--- src/rtl/led_status_power_button_sequencer_defines.svh ---
// Assertion macros shared by the LED status and power-button sequencer RTL.
`ifndef LED_STATUS_POWER_BUTTON_SEQUENCER_DEFINES_SVH
`define LED_STATUS_POWER_BUTTON_SEQUENCER_DEFINES_SVH

`ifndef ASSERT_OFF

`define LSPS_ASSERT_IMPLIES(label, clk, rst, ante, cons) \
  label: assert property (@(posedge clk) disable iff (rst) (ante) |-> (cons)) \
    else $error("assertion failed");

`define LSPS_ASSERT_NEXT(label, clk, rst, ante, cons) \
  label: assert property (@(posedge clk) disable iff (rst) (ante) |=> (cons)) \
    else $error("assertion failed");

`else

`define LSPS_ASSERT_IMPLIES(label, clk, rst, ante, cons)
`define LSPS_ASSERT_NEXT(label, clk, rst, ante, cons)

`endif

`endif

--- src/rtl/lsps_pkg.sv ---
// Types and constants shared by the LED status and power-button sequencer.
package lsps_pkg;

  localparam logic [2:0] ST_UNKNOWN  = 3'd0;
  localparam logic [2:0] ST_OFF      = 3'd1;
  localparam logic [2:0] ST_STARTING = 3'd2;
  localparam logic [2:0] ST_ON       = 3'd3;
  localparam logic [2:0] ST_STOPPING = 3'd4;

  localparam logic [2:0] PH_IDLE  = 3'd0;
  localparam logic [2:0] PH_FIRST = 3'd1;
  localparam logic [2:0] PH_GAP   = 3'd2;
  localparam logic [2:0] PH_FINAL = 3'd3;
  localparam logic [2:0] PH_HOLD  = 3'd4;

  localparam logic [2:0] REG_LIT_THRESHOLD = 3'd0;
  localparam logic [2:0] REG_PRESS_TICKS   = 3'd1;
  localparam logic [2:0] REG_GAP_TICKS     = 3'd2;
  localparam logic [2:0] REG_HOLDOFF_TICKS = 3'd3;

  localparam logic [11:0] LIT_THRESHOLD_RESET = 12'd1000;
  localparam logic [9:0]  PRESS_TICKS_RESET   = 10'd2;
  localparam logic [9:0]  GAP_TICKS_RESET     = 10'd30;
  localparam logic [9:0]  HOLDOFF_TICKS_RESET = 10'd100;

  typedef struct packed {
    logic filled;
    logic red;
    logic blue;
  } flags_t;

  typedef struct packed {
    logic full;
    logic all_blue;
    logic all_red;
    logic any_blue;
    logic any_red;
  } window_sum_t;

  typedef struct packed {
    logic [9:0] press;
    logic [9:0] gap;
    logic [9:0] holdoff;
  } timing_t;

  typedef struct packed {
    logic [2:0] phase;
    logic       button_drive;
    logic [2:0] pending_request;
    logic [2:0] device_state;
  } result_t;

endpackage

--- src/rtl/lsps_cell.sv ---
// One window cell: holds the lit flags of one past tick and passes them on.
module lsps_cell (
  input  logic            clk,
  input  logic            rst,
  input  logic            shift,
  input  lsps_pkg::flags_t d,
  output lsps_pkg::flags_t q
);

  always_ff @(posedge clk) begin
    if (rst) begin
      q <= '0;
    end else if (shift) begin
      q <= d;
    end
  end

endmodule

--- src/rtl/lsps_seq.sv ---
// Device state inference and the timed power-button sequencer.
`include "led_status_power_button_sequencer_defines.svh"

module lsps_seq (
  input  logic                  clk,
  input  logic                  rst,
  input  logic                  fire,
  input  logic                  is_set,
  input  logic [2:0]            wanted_state,
  input  lsps_pkg::window_sum_t win,
  input  lsps_pkg::timing_t     timing,
  output lsps_pkg::result_t     result
);

  logic [2:0] observed;
  logic [2:0] request;
  logic [2:0] phase;
  logic [9:0] timer;
  logic       button;

  logic [2:0] observed_next;
  logic [2:0] request_next;
  logic [2:0] phase_next;
  logic [9:0] timer_next;
  logic       button_next;
  logic [2:0] inferred;

  always_comb begin
    inferred = lsps_pkg::ST_UNKNOWN;
    if (win.full) begin
      if (win.all_blue) begin
        inferred = lsps_pkg::ST_ON;
      end else if (win.all_red) begin
        inferred = lsps_pkg::ST_OFF;
      end else if (win.any_blue && win.any_red) begin
        inferred = lsps_pkg::ST_UNKNOWN;
      end else if (win.any_blue) begin
        inferred = lsps_pkg::ST_STARTING;
      end else if (win.any_red) begin
        inferred = lsps_pkg::ST_STOPPING;
      end
    end
  end

  always_comb begin
    observed_next = observed;
    request_next  = request;
    phase_next    = phase;
    timer_next    = timer;
    button_next   = button;
    if (is_set) begin
      request_next = (wanted_state > lsps_pkg::ST_STOPPING) ? lsps_pkg::ST_UNKNOWN
                                                           : wanted_state;
    end else begin
      observed_next = inferred;
      if (phase == lsps_pkg::PH_IDLE) begin
        if (inferred == lsps_pkg::ST_OFF) begin
          if (request == lsps_pkg::ST_ON) begin
            button_next = 1'b1;
            timer_next  = timing.press;
            phase_next  = lsps_pkg::PH_FINAL;
          end else if (request == lsps_pkg::ST_OFF) begin
            request_next = lsps_pkg::ST_UNKNOWN;
          end
        end else if (inferred == lsps_pkg::ST_ON) begin
          if (request == lsps_pkg::ST_OFF) begin
            button_next = 1'b1;
            timer_next  = timing.press;
            phase_next  = lsps_pkg::PH_FIRST;
          end else if (request == lsps_pkg::ST_ON) begin
            request_next = lsps_pkg::ST_UNKNOWN;
          end
        end
      end else if (timer != 10'd0) begin
        timer_next = timer - 10'd1;
      end else begin
        case (phase)
          lsps_pkg::PH_FIRST: begin
            button_next = 1'b0;
            timer_next  = timing.gap;
            phase_next  = lsps_pkg::PH_GAP;
          end
          lsps_pkg::PH_GAP: begin
            button_next = 1'b1;
            timer_next  = timing.press;
            phase_next  = lsps_pkg::PH_FINAL;
          end
          lsps_pkg::PH_FINAL: begin
            button_next = 1'b0;
            timer_next  = timing.holdoff;
            phase_next  = lsps_pkg::PH_HOLD;
          end
          default: begin
            phase_next   = lsps_pkg::PH_IDLE;
            request_next = lsps_pkg::ST_UNKNOWN;
          end
        endcase
      end
    end
  end

  always_ff @(posedge clk) begin
    if (rst) begin
      observed <= lsps_pkg::ST_UNKNOWN;
      request  <= lsps_pkg::ST_UNKNOWN;
      phase    <= lsps_pkg::PH_IDLE;
      timer    <= '0;
      button   <= 1'b0;
    end else if (fire) begin
      observed <= observed_next;
      request  <= request_next;
      phase    <= phase_next;
      timer    <= timer_next;
      button   <= button_next;
    end
  end

  assign result.phase           = phase_next;
  assign result.button_drive    = button_next;
  assign result.pending_request = request_next;
  assign result.device_state    = observed_next;

  `LSPS_ASSERT_IMPLIES(a_button_in_press, clk, rst, button,
                       (phase == lsps_pkg::PH_FIRST) || (phase == lsps_pkg::PH_FINAL))
  `LSPS_ASSERT_IMPLIES(a_idle_quiet, clk, rst, phase == lsps_pkg::PH_IDLE,
                       (timer == 10'd0) && !button)

endmodule

--- src/rtl/lsps_outbuf.sv ---
// Two-entry output buffer that decouples input acceptance from result backpressure.
`include "led_status_power_button_sequencer_defines.svh"

module lsps_outbuf (
  input  logic              clk,
  input  logic              rst,
  input  logic              in_valid,
  output logic              in_ready,
  input  lsps_pkg::result_t in_data,
  output logic              out_valid,
  input  logic              out_ready,
  output lsps_pkg::result_t out_data
);

  logic              skid_valid;
  lsps_pkg::result_t skid_data;
  logic              in_fire;
  logic              out_fire;

  assign in_ready = !skid_valid;
  assign in_fire  = in_valid && in_ready;
  assign out_fire = out_valid && out_ready;

  always_ff @(posedge clk) begin
    if (rst) begin
      out_valid  <= 1'b0;
      skid_valid <= 1'b0;
    end else if (out_fire) begin
      if (skid_valid) begin
        skid_valid <= 1'b0;
      end else if (!in_fire) begin
        out_valid <= 1'b0;
      end
    end else if (!out_valid) begin
      out_valid <= in_fire;
    end else if (in_fire) begin
      skid_valid <= 1'b1;
    end
  end

  always_ff @(posedge clk) begin
    if (out_fire) begin
      if (skid_valid) begin
        out_data <= skid_data;
      end else if (in_fire) begin
        out_data <= in_data;
      end
    end else if (!out_valid) begin
      if (in_fire) begin
        out_data <= in_data;
      end
    end else if (in_fire) begin
      skid_data <= in_data;
    end
  end

  `LSPS_ASSERT_IMPLIES(a_skid_has_head, clk, rst, skid_valid, out_valid)
  `LSPS_ASSERT_NEXT(a_skid_catches, clk, rst, in_fire && out_valid && !out_ready, skid_valid)

endmodule

--- src/rtl/led_status_power_button_sequencer.sv ---
// Top level of the LED status monitor and power-button sequencer.
// One beat is accepted per clock cycle while the output buffer has room, and
// its result beat is registered in that buffer; the two-entry buffer accepts
// one more input beat while the output is stalled. The lit flags of the last
// WINDOW ticks are the incoming flags plus a row of WINDOW-1 cells that shift
// on every tick, and the state inference and button sequencer settle in the
// same cycle.
module led_status_power_button_sequencer #(
  parameter int WINDOW = 10
) (
  input  logic        clk,
  input  logic        rst,
  input  logic        s_tvalid,
  output logic        s_tready,
  input  logic [31:0] s_tdata,   // red_level[11:0], blue_level[23:12], wanted_state[26:24]
  input  logic        s_tuser,   // req_type
  output logic        m_tvalid,
  input  logic        m_tready,
  output logic [15:0] m_tdata,   // device_state[2:0], pending_request[5:3],
                                 // button_drive[6], phase[9:7]
  input  logic        cfg_we,
  input  logic [2:0]  cfg_index,
  input  logic [11:0] cfg_data
);

  logic [11:0]           lit_threshold;
  lsps_pkg::timing_t     timing;
  logic                  fire;
  logic                  tick;
  lsps_pkg::flags_t      new_flags;
  lsps_pkg::flags_t      chain [WINDOW];
  lsps_pkg::window_sum_t win;
  lsps_pkg::result_t     result;
  lsps_pkg::result_t     out_result;

  always_ff @(posedge clk) begin
    if (rst) begin
      lit_threshold  <= lsps_pkg::LIT_THRESHOLD_RESET;
      timing.press   <= lsps_pkg::PRESS_TICKS_RESET;
      timing.gap     <= lsps_pkg::GAP_TICKS_RESET;
      timing.holdoff <= lsps_pkg::HOLDOFF_TICKS_RESET;
    end else if (cfg_we) begin
      case (cfg_index)
        lsps_pkg::REG_LIT_THRESHOLD: lit_threshold  <= cfg_data;
        lsps_pkg::REG_PRESS_TICKS:   timing.press   <= cfg_data[9:0];
        lsps_pkg::REG_GAP_TICKS:     timing.gap     <= cfg_data[9:0];
        lsps_pkg::REG_HOLDOFF_TICKS: timing.holdoff <= cfg_data[9:0];
        default: ;
      endcase
    end
  end

  assign fire = s_tvalid && s_tready;
  assign tick = fire && !s_tuser;

  assign new_flags.filled = 1'b1;
  assign new_flags.red    = s_tdata[11:0] < lit_threshold;
  assign new_flags.blue   = s_tdata[23:12] < lit_threshold;

  assign chain[0] = new_flags;

  for (genvar i = 1; i < WINDOW; i++) begin : g_cell
    lsps_cell u_cell (
      .clk   (clk),
      .rst   (rst),
      .shift (tick),
      .d     (chain[i-1]),
      .q     (chain[i])
    );
  end

  always_comb begin
    win.full     = chain[WINDOW-1].filled;
    win.all_blue = 1'b1;
    win.all_red  = 1'b1;
    win.any_blue = 1'b0;
    win.any_red  = 1'b0;
    for (int i = 0; i < WINDOW; i++) begin
      win.all_blue = win.all_blue & chain[i].blue;
      win.all_red  = win.all_red & chain[i].red;
      win.any_blue = win.any_blue | chain[i].blue;
      win.any_red  = win.any_red | chain[i].red;
    end
  end

  lsps_seq u_seq (
    .clk          (clk),
    .rst          (rst),
    .fire         (fire),
    .is_set       (s_tuser),
    .wanted_state (s_tdata[26:24]),
    .win          (win),
    .timing       (timing),
    .result       (result)
  );

  lsps_outbuf u_outbuf (
    .clk       (clk),
    .rst       (rst),
    .in_valid  (s_tvalid),
    .in_ready  (s_tready),
    .in_data   (result),
    .out_valid (m_tvalid),
    .out_ready (m_tready),
    .out_data  (out_result)
  );

  assign m_tdata = {6'd0, out_result};

endmodule

--- config.mk ---
export PLATFORM = sky130hd
export DESIGN_NAME = led_status_power_button_sequencer
export DESIGN_NICKNAME = d
export VERILOG_FILES = /design/src/rtl/lsps_pkg.sv /design/src/rtl/lsps_cell.sv /design/src/rtl/lsps_seq.sv /design/src/rtl/lsps_outbuf.sv /design/src/rtl/led_status_power_button_sequencer.sv
export VERILOG_INCLUDE_DIRS = /design/src /design/src/rtl
export SDC_FILE = /design/constraint.sdc
export NUM_CORES = 1
export LEC_CHECK = 0
export BUFFER_PORTS_ARGS = -buffer_cell sky130_fd_sc_hd__buf_4
export CAP_MARGIN = 25
export CORE_UTILIZATION = 55
export CTS_BUF_LIST = sky130_fd_sc_hd__clkbuf_8
export DETAILED_ROUTE_END_ITERATION = 16
export GPL_TIMING_DRIVEN = 0
export PLACE_DENSITY = 0.76
export SETUP_SLACK_MARGIN = 0.5
export SYNTH_ARGS = -nofsm -noshare
export SYNTH_HDL_FRONTEND = slang
export SYNTH_SLANG_ARGS = --single-unit
--- constraint.sdc ---
create_clock -name clk -period 5.7 [get_ports clk]
set_input_delay 0.57 -clock clk [delete_from_list [all_inputs] [get_ports clk]]
set_output_delay 0.57 -clock clk [all_outputs]
set_load 0.005 [all_outputs]
## Yosys cells after proc, flatten, opt, wreduce, memory -nomap -nowiden

Cells that the tools add are included.

| operators by class | value |
|---|---|
| order comparisons | 3 |
| equality and inequality tests | 16 |
| muxes and demuxes | 49 |
| bitwise operators | 38 |
| reduce and logical (&&, ||, !) cells | 21 |
| $add $sub $neg | 1 |

Operator list:

| operator | number |
|---|---|
| $mux W10 | 10 |
| $mux W3 | 25 |
| $pmux W10 S3 | 1 |
| $lt A12 B12 Y1 | 2 |
| $and A1 B1 Y1 | 18 |
| $eq A3 B2 Y1 const B | 6 |
| $or A1 B1 Y1 | 18 |
| $eq A3 B1 Y1 const B | 4 |
| $reduce_and A2 Y1 | 6 |
| $mux W1 | 11 |
| $reduce_bool A10 Y1 | 1 |
| $sub A10 B1 Y10 const B | 1 |
| $ne A3 B3 Y1 const B | 3 |
| $pmux W3 S3 | 1 |
| $logic_not A3 Y1 | 2 |
| $ne A2 B2 Y1 const B | 3 |
| $reduce_and A6 Y1 | 1 |
| $reduce_bool A5 Y1 | 1 |
| $logic_and A1 B1 Y1 | 4 |
| $reduce_or A2 Y1 | 2 |
| $gt A3 B3 Y1 const B | 1 |
| $reduce_and A3 Y1 | 1 |
| $reduce_or A3 Y1 | 1 |
| $logic_not A1 Y1 | 2 |
| 2 further kinds | 3 |

| storage, ports and cells | value |
|---|---|
| word-level logic and storage cells | 174 |
| input bits | 53 |
| register bits | 111 |

## Logic depth before layout (Yosys ltp)

Gate-level depths: netlist of the first run.

| depth | value |
|---|---|
| word-level depth | 24 |
| mapped depth | 11 |

## Hierarchy

From an unflattened synthesis of the first run, not the netlist that was laid out.

| second synthesis, totals | value |
|---|---|
| cell total of the unflattened synthesis | 631 |
| area, all modules | 5,617.9 sq um |

By module, submodules not included:

| module | times used | area an instance (sq um) | seq. area each (sq um) | cells an instance |
|---|---|---|---|---|
| led_status_power_button_sequencer | 1 | 2,170.8 | 840.8 | 259 |
| lsps_seq | 1 | 1,619.1 | 400.4 | 227 |
| lsps_outbuf | 1 | 915.9 | 640.6 | 64 |
| lsps_cell | 9 | 101.3 | 60.1 | 9 |

## Least setup slack after synthesis of the first run

OpenSTA, ideal clock, no wires.

| timing | value |
|---|---|
| path type | input to register |
| start | input s_tdata[22] |
| end | register u_seq.timer[1] |
| buffers on the path | 0 |
| setup time | 0.121 ns |
| data arrival time | 2.454 ns |
| setup slack | 3.125 ns |
| data required time | 5.579 ns |
| stages on the path | 8 |
| path through | ha_1 -> a21oi_2 -> nand2_1 -> a211o_1 -> a211oi_4 -> nor2_2 -> o21ai_4 -> mux2_4 |

| between the ends | value |
|---|---|
| cells in the longest elaborated chain, start to end | 18 |
| elaborated cells between the ends (all ways) | 33 |

RTL lines:

| element | RTL line | source |
|---|---|---|
| start, declared | led_status_power_button_sequencer.sv:15 | `input logic [31:0] s_tdata,` |
| $lt A12 B12 Y1 * | led_status_power_button_sequencer.sv:58 | `assign new_flags.blue = s_tdata[23:12] < lit_threshold;` |
| $or A1 B1 Y1 (9 in series) | led_status_power_button_sequencer.sv:81 | `win.any_blue = win.any_blue \| chain[i].blue;` |
| $mux W3 or $logic_and A1 B1 Y1 (tied branches) | lsps_seq.sv:37, lsps_seq.sv:35 |  |
| $mux W3 | lsps_seq.sv:35 | `end else if (win.any_blue && win.any_red) begin` |
| $mux W3 | lsps_seq.sv:33 | `end else if (win.all_red) begin` |
| $mux W3 * | lsps_seq.sv:31 | `if (win.all_blue) begin` |
| $mux W3 * | lsps_seq.sv:30 | `if (win.full) begin` |
| $eq A3 B1 Y1 or $eq A3 B2 Y1 (tied branches) | lsps_seq.sv:57, lsps_seq.sv:65 |  |
| $ne A3 B3 Y1 (no line) or $mux W10 (tied branches) | -- |  |
| $reduce_and A6 Y1 (no line) or $mux W10 (tied branches) | -- |  |
| end signal, assigned | lsps_seq.sv:113 | `timer <= timer_next;` |
| end, declared | lsps_seq.sv:18 | `logic [9:0] timer;` |

Every way passes the cells marked *; elsewhere a longest branch is shown, timed or not.
A chain may end at the register's enable or synchronous reset.

## Worst setup path in the final report of the first run

| timing | value |
|---|---|
| start | register lit_threshold[2] |
| end | register u_outbuf.out_data[3] in the netlist's numbering, data pin |

| between the ends | value |
|---|---|
| cells in the longest elaborated chain, start to end | 24 |
| elaborated cells between the ends (all ways) | 55 |

RTL lines:

| element | RTL line | source |
|---|---|---|
| start, declared | led_status_power_button_sequencer.sv:26 | `logic [11:0] lit_threshold;` |
| start signal, assigned | led_status_power_button_sequencer.sv:38 | `lit_threshold <= lsps_pkg::LIT_THRESHOLD_RESET;` |
| start signal, assigned | led_status_power_button_sequencer.sv:44 | `lsps_pkg::REG_LIT_THRESHOLD: lit_threshold <= cfg_data;` |
| $lt A12 B12 Y1 | led_status_power_button_sequencer.sv:57 | `assign new_flags.red = s_tdata[11:0] < lit_threshold;` |
| $or A1 B1 Y1 (9 in series) | led_status_power_button_sequencer.sv:82 | `win.any_red = win.any_red \| chain[i].red;` |
| $mux W3 | lsps_seq.sv:39 | `end else if (win.any_red) begin` |
| $mux W3 | lsps_seq.sv:37 | `end else if (win.any_blue) begin` |
| $mux W3 | lsps_seq.sv:35 |  |
| $mux W3 | lsps_seq.sv:33 |  |
| $mux W3 * | lsps_seq.sv:31 |  |
| $mux W3 * | lsps_seq.sv:30 |  |
| $eq A3 B2 Y1 | lsps_seq.sv:65 | `end else if (inferred == lsps_pkg::ST_ON) begin` |
| $mux W3 | lsps_seq.sv:65 |  |
| $mux W3 * | lsps_seq.sv:57 | `if (inferred == lsps_pkg::ST_OFF) begin` |
| $mux W3 * | lsps_seq.sv:56 | `if (phase == lsps_pkg::PH_IDLE) begin` |
| $mux W3 * | lsps_seq.sv:51 | `if (is_set) begin` |
| $mux W10 * | lsps_outbuf.sv:45, lsps_outbuf.sv:49 |  |
| $mux W10 (on tied branches) | lsps_outbuf.sv:48, lsps_outbuf.sv:43 |  |
| $mux W10 * | lsps_outbuf.sv:42 | `if (out_fire) begin` |
| end signal, assigned | lsps_outbuf.sv:44 | `out_data <= skid_data;` |
| end signal, assigned | lsps_outbuf.sv:46 | `out_data <= in_data;` |
| end signal, assigned | lsps_outbuf.sv:50 | `out_data <= in_data;` |
| end, declared | lsps_outbuf.sv:12 | `output lsps_pkg::result_t out_data` |

Every way passes the cells marked *; elsewhere a longest branch is shown, timed or not. The select of a mux whose other input is x is not followed.

==> results.yml, run 1 <==
sta:
  min_period_over_period_pct: 48.9
  slew_headroom_pct: 36.2
  tightest_slew_ps: 949
  min_period_ps: 2790
  setup_viol: 0
  maxSlewViolCount: 0
  finClkSkew_ps: 13.8
  fmax_mhz: 359
  rsz0062_at_grt: "false"
  hold_viol: 0
  fin_setup_tns_ps: 0
synth:
  synth_compound_area_share_pct: 20.0
  synth_xor_area_share_pct: 1.08
  synthSimpleGateAreaFrac_pct: 23.3
  seq_area_frac_synth_pct: 42.7
  syn_inst: 687
  synth_top_area_share_pct: 32.1
  synth_area_per_cell_um2: 8.26
  synth_edf_count: 20
  synth_top_family_by_area: "simple AND/OR/NAND/NOR gates"
  synth_area_mm2: 0.00568
  synth_cell_types: 60
  synth-warning-count: 0
  yosysTopAreaCell: "dfxtp_1"
  synth_fa_ha_area_share_pct: 5.07
  async_flop_share_pct: 0
  ys.flop_type: "dfxtp_1"
  netlist_top_cells_area: "dfxtp_1 (32%), edfxtp_1 (11%), nand2_1 (9.7%), a21oi_1 (6.9%), ha_1 (5.1%)"
  synthMuxAreaShare_pct: 3.09
  ys_ff_latch: 111
pwr:
  total_power_uw: 1540
  p_leak_uw: 0.00256
  max-vdd-ir-drop_v: 0.000137
  p_per_area_mw_per_mm2: 238
placed_design:
  place_congestion: 0.886
  port_buffers: 55
  dp.cells: 880
  hpwl_um: 10600
cells_and_area:
  instances_no_fill: 896
  final_nets: 834
  drive_above_1_share_pct: 12.8
  area_delta_synth_final_pct: 13.9
  final_core_util_pct: 65.2
  n_antenna_cell: 0
  fillCellCount: 885
clock_tree:
  cts_resized: 0
  clkTransAtPathRegs_ps: 110
  root_buffer: "clkbuf_8"
  clock_latency_ps: 380
  h-tree-depth: 3
  postCtsSetupBuffers: 0
  holdBufCountCts: 0
  cts_buffers: 9
  cts_tree: "built"
  ctsLongestPathBuffers: 2
  clock_sinks: 111
setup_path:
  critPathArrivalTime_ps: 2910
  ff2ff_path_depth: 9
  regToRegStartpoint: "lit_threshold[2]"
  cp-end-kind: "flip-flop"
  critPathRequiredTime_ps: 5830
  r2r_end: "u_outbuf.out_data[3]"
  path_buf_inv: 1
  rrSetupSlack_ps: 2910
  start_kind: "flip-flop"
  critical-path-max-stage-delay_ps: 490
  crit_family: "compound AO/OA/AOI/OAI gates"
  cpMaxStageDelayCell: "a211oi_1"
  crit_chain: "inv_1 -> ha_1 -> a211oi_1 -> o21ai_0 -> a211oi_1 -> o21ai_0 -> nor2_1 -> a31o_2 -> a31oi_1"
  cp_max_fo: 4
  critical_path_class: "reg2reg"
global_route:
  grt_overflow: 0
  grt_pass1_wl_um: 23800
  grt_pass1_vias: 4941
  grt_use_total_pct: 27.4
  grt_antenna_before_repair: 0
  grt_max_degree: 19
run:
  drv_cap: 0
floorplan:
  num_rows: 36
  core_mm2: 0.00991
  ioPinCount: 71
  die_area_mm2: 0.0107
  initial_core_util_pct: 57.3
  fp.dieH_um: 104
  die-width_um: 104
routing:
  drtIter0Drc: 333
  viasPerCell: 5.77
  vias: 5172
  drc: 0
  drt-pass1-iter-count: 5
  drt_wl_total_um: 14100
  ant_nets: 0
  post_drt_wl_per_cell_um: 15.7
worst_hold_path:
  hold_path_end: "u_outbuf.skid_valid"
  min-delay-start: "m_tready"
  min_path_cells: 2
  hp-class: "in2reg"
status:
  status: "complete, no violations"
[cell usage after synthesis (11+ instances only)]
cell      number
a21oi_1       78
edfxtp_1      20
nand2_1      147
o21ai_0       21
dfxtp_1       91
ha_1          23
clkbuf_1      29
nor3_1        15
nor2b_1       13
nor2_1        51
nand3_1       16
a211oi_1      17
nand4_1       11
inv_1         23
[per-stage QoR]
stage                     worst slack (ps)  hold WS (ps)  instance area [um^2]
final                                 2910           379                  6460
after global routing                  2620           390                  6460
after CTS                             2910           377                  6460
after detailed placement              2610           445                  6270
after global placement                2670           438                  6270
after floorplan                       3120           430                  5690
[worst register-to-register path: cells and delay by family, from the launching register on]
family / cells / cell delay, ps
AO/OA/AOI/OAI: 6 / 1500
adder cells (fa/ha/maj): 1 / 290
buffers and inverters: 1 / 60
flip-flops: 1 / 340
AND/OR/NAND/NOR: 1 / 340
[routing by layer]
metal | vias up | wire length (um) | global-route usage (%)
met5 | - | 0 | 0
met4 | 0 | 281 | 9.63
met3 | 24 | 799 | 3.02
met2 | 191 | 6520 | 46.0
met1 | 2401 | 6460 | 36.6
li1 | 2556 | - | -
[layout by cell type (no fill, tap or decap), drive strengths merged, types with 18 or more instances in the layout]
master	n
ha	23
a21oi	80
a211oi	18
dfxtp	91
inv	27
buf	67
nor2	52
nand2	147
clkbuf	38
edfxtp	20
o21ai	23
[where the power goes]
part	switching, uW	leakage, uW	total, uW	internal [uW]
Combinational	130	0.00152	224	93.5
Clock	268	0.000108	470	202
Sequential	17.2	0.000938	846	829
Total	415	0.00256	1540	1130
[cell type report]
class,count,area (um^2),share of cell area [%]
well taps,133,166,2.58
clock inverters,7,65.1,1.01
clock buffers,9,124,1.92
plain buffers,41,183,2.83
repair buffers,55,413,6.39
flip-flops and latches,111,2420,37.5
inverters,23,86.3,1.34
multi-input cells,517,3000,46.5
[kinds of logic after synthesis]
kind of cell,after synthesis
buf+inv,64
other cells,1
fa+ha+maj,23
mux,15
xor+xnor,7
compound gates,176
flops,111
simple gates,290
[state kept, by name (all words and copies together), names as in the netlist]
name,count
u_seq.button,1
u_seq.request,3
u_seq.observed,3
u_outbuf.skid_data,10
u_seq.timer,10
timing,30
u_outbuf.out_valid,1
u_outbuf.out_data,10
lit_threshold,12
u_outbuf.skid_valid,1
g_cell.u_cell.q,27
u_seq.phase,3
[worst max-delay path by stage]
stage               depth (start not counted)  slack [ps]        startpoint              endpoint
finish                                      9        2910  lit_threshold[2]  u_outbuf.out_data[3]
global route                                9        2620  lit_threshold[2]  u_outbuf.out_data[3]
CTS                                         9        2910  lit_threshold[2]  u_outbuf.out_data[3]
detailed placement                          9        2610        s_tdata[2]  u_outbuf.out_data[3]
global placement                            9        2670        s_tdata[2]  u_outbuf.out_data[3]
floorplan                                   8        3120       s_tdata[22]        u_seq.timer[1]
Note: power is estimated with default switching activity, not from simulation.
==> run 2: changes to the inputs <==
- clock period: 5.7 -> 2.79 ns (I/O delays scaled with it)
==> results.yml, run 2 (synthesis results as in run 1) <==
floorplan:
  fp.dieH_um: 104
  initial_core_util_pct: 57.3
  num_rows: 36
  ioPinCount: 71
  core_mm2: 0.00991
  die_area_mm2: 0.0107
  die-width_um: 104
routing:
  vias: 5445
  drtIter0Drc: 373
  ant_nets: 0
  drc: 0
  drt-pass1-iter-count: 5
  drt_wl_total_um: 15600
  viasPerCell: 5.94
  post_drt_wl_per_cell_um: 17.1
clock_tree:
  cts_buffers: 9
  clock_latency_ps: 390
  root_buffer: "clkbuf_8"
  clkTransAtPathRegs_ps: 110
  ctsLongestPathBuffers: 2
  cts_tree: "built"
  clock_sinks: 111
  h-tree-depth: 3
placed_design:
  placed_area_mm2: 0.00627
  place_congestion: 0.878
  port_buffers: 55
  hpwl_um: 10800
status:
  status: "complete, no violations"
cells_and_area:
  largest_register: "timing"
  n_antenna_cell: 0
  largest_register_ffs: 30
  final_area_mm2: 0.00704
  final_common_cell: "nand2_1"
  drive_above_1_share_pct: 23.2
  seq_area_mm2: 0.00243
  multi_input_area_mm2: 0.00336
  fillCellCount: 771
  reg_top3: "timing x30, g_cell.u_cell.q x27, lit_threshold x12"
  final_nets: 854
  area_delta_synth_final_pct: 24.0
  mostFrequentLayoutCells: "nand2_1 (146), dfxtp_1 (83), buf_4 (74), a21oi_1 (72), nor2_1 (47)"
setup_path:
  critical_path_class: "reg2reg"
  cpMaxStageDelayCell: "or3b_4"
  critPathRequiredTime_ps: 3030
  cp_max_fo: 4
  regToRegStartpoint: "lit_threshold[9]"
  critPathLaunch: "lit_threshold[9]"
  cp-end-kind: "flip-flop"
  critical-path-max-stage-delay_ps: 450
  start_kind: "flip-flop"
  critPathArrivalTime_ps: 2660
  crit_chain: "inv_2 -> ha_4 -> nand3_1 -> nand2_1 -> a211o_4 -> a211oi_4 -> buf_6 -> a31oi_4 -> or3b_4 -> a31oi_1"
sta:
  rsz0062_at_grt: "true"
  finClkSkew_ps: 16.9
  setup_viol: 0
  fin_setup_tns_ps: 0
  tightest_slew_ps: 907
  min_period_ps: 2420
  hold_viol: 0
  fmax_mhz: 413
  maxSlewViolCount: 0
  min_period_over_period_pct: 86.9
  slew_headroom_pct: 39.1
pwr:
  p_per_area_mw_per_mm2: 465
  p_leak_uw: 0.00273
  total_power_uw: 3270
  max-vdd-ir-drop_v: 0.000356
worst_hold_path:
  min-delay-start: "m_tready"
  hp-class: "in2reg"
global_route:
  grt_pass1_wl_um: 24700
  grt_use_total_pct: 28.5
  grt_overflow: 0
  grt_max_degree: 18
  grt_antenna_before_repair: 0
  grt_pass1_vias: 5269
run:
  drv_cap: 0
-- run 2: path summary, 6_finish.rpt --
kind | endpoint | slack, ps | depth (start not counted)
worst max register to register | u_outbuf.out_data[1] | 370 | 10
worst min-delay path | u_outbuf.skid_valid | 80 | 2
worst max-delay path | u_outbuf.out_data[1] | 370 | 10
worst min register to register | timing[22] | 460 | 2
-- run 2: cell type report --
type | instances | share of cell area (%)
flip-flops and latches | 111 | 34.6
clock buffers | 10 | 1.96
well taps | 133 | 2.36
repair buffers | 75 | 8.50
inverters | 23 | 1.26
clock inverters | 6 | 0.853
plain buffers | 41 | 2.74
multi-input cells | 517 | 47.7
-- run 2: critical path, delay by kind of cell, from the launching register on --
| family | cells | cell delay [ps] |
|---|---|---|
| compound gates | 4 | 830 |
| simple gates | 3 | 620 |
| flops | 1 | 330 |
| buf+inv | 2 | 260 |
| fa+ha+maj | 1 | 220 |
-- run 2: what timing repair did --
item	CTS	global route
setup buffers	13	7
pin swaps	20	28
hold buffers	0	0
endpoints found under the setup margin	39	34
resized for setup	49	42
-- run 2: power breakdown --
group | internal (uW) | total (uW) | switching, uW
sequential | 1690 | 1730 | 36.9
clock | 438 | 1010 | 568
combinational | 233 | 539 | 305
total | 2360 | 3270 | 910
-- run 2: metrics by stage --
stage	instances	worst slack [ps]	utilization (%)	hold WS, ps
final	916	366	71.0	80.8
after global routing	916	307	71.0	99.2
after CTS	909	473	68.6	80.7
after detailed placement	880	39.5	63.3	445
after global placement	880	52.7	63.3	437
after floorplan	692	513	-	379
-- run 2: layer usage --
layer	vias to the layer above	wire length, um	part of all wire, %	track usage, %
met3	39	1130	7.2	5.29
met5	-	0	0	0
met4	0	316	2.0	10.2
li1	2598	-	-	-
met2	263	7670	49	49.2
met1	2545	6510	42	35.6
==> run 3: changes to the inputs <==
- CORE_UTILIZATION: 55 -> 40
- GPL_ROUTABILITY_DRIVEN: unset -> 0
- PLACE_DENSITY: 0.76 -> unset
==> results.yml, run 3 (synthesis results as in run 1) <==
sta:
  min_period_over_period_pct: 84.3
  hold_viol: 0
  fin_setup_tns_ps: 0
  finClkSkew_ps: 12.6
  min_period_ps: 2350
  fmax_mhz: 425
  maxSlewViolCount: 0
  setup_viol: 0
  setup_slack_ps: 438
  tightest_slew_ps: 910
  slew_headroom_pct: 38.9
  rsz0062_at_grt: "true"
clock_tree:
  root_buffer: "clkbuf_8"
  clock_sinks: 111
  clock_latency_ps: 380
  holdBufCountCts: 0
  cts_tree: "built"
  ctsLongestPathBuffers: 2
  h-tree-depth: 3
  cts_buffers: 9
  clkTransAtPathRegs_ps: 100
placed_design:
  port_buffers: 55
  dp.cells: 927
  place_ws_ps: -85.2
  hpwl_um: 11100
  placed_area_mm2: 0.00633
pwr:
  p_leak_uw: 0.00271
  total_power_uw: 3130
  max-vdd-ir-drop_v: 0.000200
  p_per_area_mw_per_mm2: 445
run:
  drv_cap: 0
floorplan:
  ioPinCount: 71
  fp.dieH_um: 121
  core_mm2: 0.0139
  num_rows: 43
  die-width_um: 121
  die_area_mm2: 0.0147
  initial_core_util_pct: 40.9
cells_and_area:
  instances_no_fill: 963
  final_common_cell: "nand2_1"
  mostFrequentLayoutCells: "nand2_1 (146), dfxtp_1 (84), buf_4 (77), a21oi_1 (73), nor2_1 (46)"
  drive_above_1_share_pct: 22.3
  fillCellCount: 1337
  area_delta_synth_final_pct: 24.0
  final_nets: 854
  final_area_mm2: 0.00704
  largest_register_ffs: 30
  n_antenna_cell: 0
  reg_top3: "timing x30, g_cell.u_cell.q x27, lit_threshold x12"
  largest_register: "timing"
routing:
  drt_wl_total_um: 15600
  ant_nets: 0
  vias: 5300
  viasPerCell: 5.50
  drtIter0Drc: 358
  post_drt_wl_per_cell_um: 16.2
  drt-pass1-iter-count: 5
  drc: 0
worst_hold_path:
  hp-class: "in2reg"
global_route:
  grt_overflow: 0
  grt_antenna_before_repair: 0
  grt_pass1_vias: 5003
  grt_use_total_pct: 21.5
  grt_pass1_wl_um: 24900
  grt_max_degree: 18
status:
  status: "complete, no violations"
setup_path:
  critical_path_class: "reg2reg"
  critPathRequiredTime_ps: 3060
  critPathArrivalTime_ps: 2620
  cp_max_fo: 4
  cp-end-kind: "flip-flop"
  start_kind: "flip-flop"
==> run 3: worst max-delay path: stages (launching register included) <==
cell and delay, ps:
dfxtp_2 340, inv_2 90, ha_4 210, a21o_1 190
a31oi_4 190, o21ai_4 130, a2111o_1 430, nand2_2 130
o21ai_4 80, buf_6 170, mux2_4 290
==> run 3: power by group <==
part / total (uW) / switching [uW] / internal [uW]
Combinational: 526 / 298 / 228
Clock: 876 / 556 / 320
Sequential: 1730 / 37.8 / 1690
==> run 3: final timing paths <==
path	startpoint	end	slack (ps)	cells after the start
worst max register to register	lit_threshold[2]	u_seq.timer[3]	440	10
worst max-delay path	lit_threshold[2]	u_seq.timer[3]	440	10
worst min-delay path	m_tready	u_outbuf.skid_valid	90	2
worst min register to register	g_cell[1].u_cell.q[2]	g_cell[2].u_cell.q[2]	460	2
==> run 3: area by class of cell <==
class | count | area [um^2] | area share (%)
clock buffers | 9 | 124 | 1.76
plain buffers | 41 | 193 | 2.74
flip-flops and latches | 111 | 2430 | 34.6
well taps | 180 | 225 | 3.20
repair buffers | 75 | 582 | 8.27
clock inverters | 7 | 40.0 | 0.569
inverters | 23 | 86.3 | 1.23
multi-input cells | 517 | 3350 | 47.7
==> run 3: layer usage <==
metal	vias up	GRT usage [%]	routed length, um
li1	2591	-	-
met1	2523	28.6	6940
met2	163	35.9	7550
met3	23	2.96	845
met4	0	6.79	298
met5	-	0	0
==> run 3: metrics by stage <==
stage               hold WS (ps)  utilization [%]
finish                      87.6             50.7
global route                84.7             50.7
CTS                         80.6             49.2
detailed placement           444             45.6
global placement             437             45.6
floorplan                    379                -
==> run 3: what timing repair did <==
item                                    CTS  global route
pin swaps                                17            30
gates resized for setup                  50            36
endpoints found under the setup margin   40            38
setup buffers                            13             7
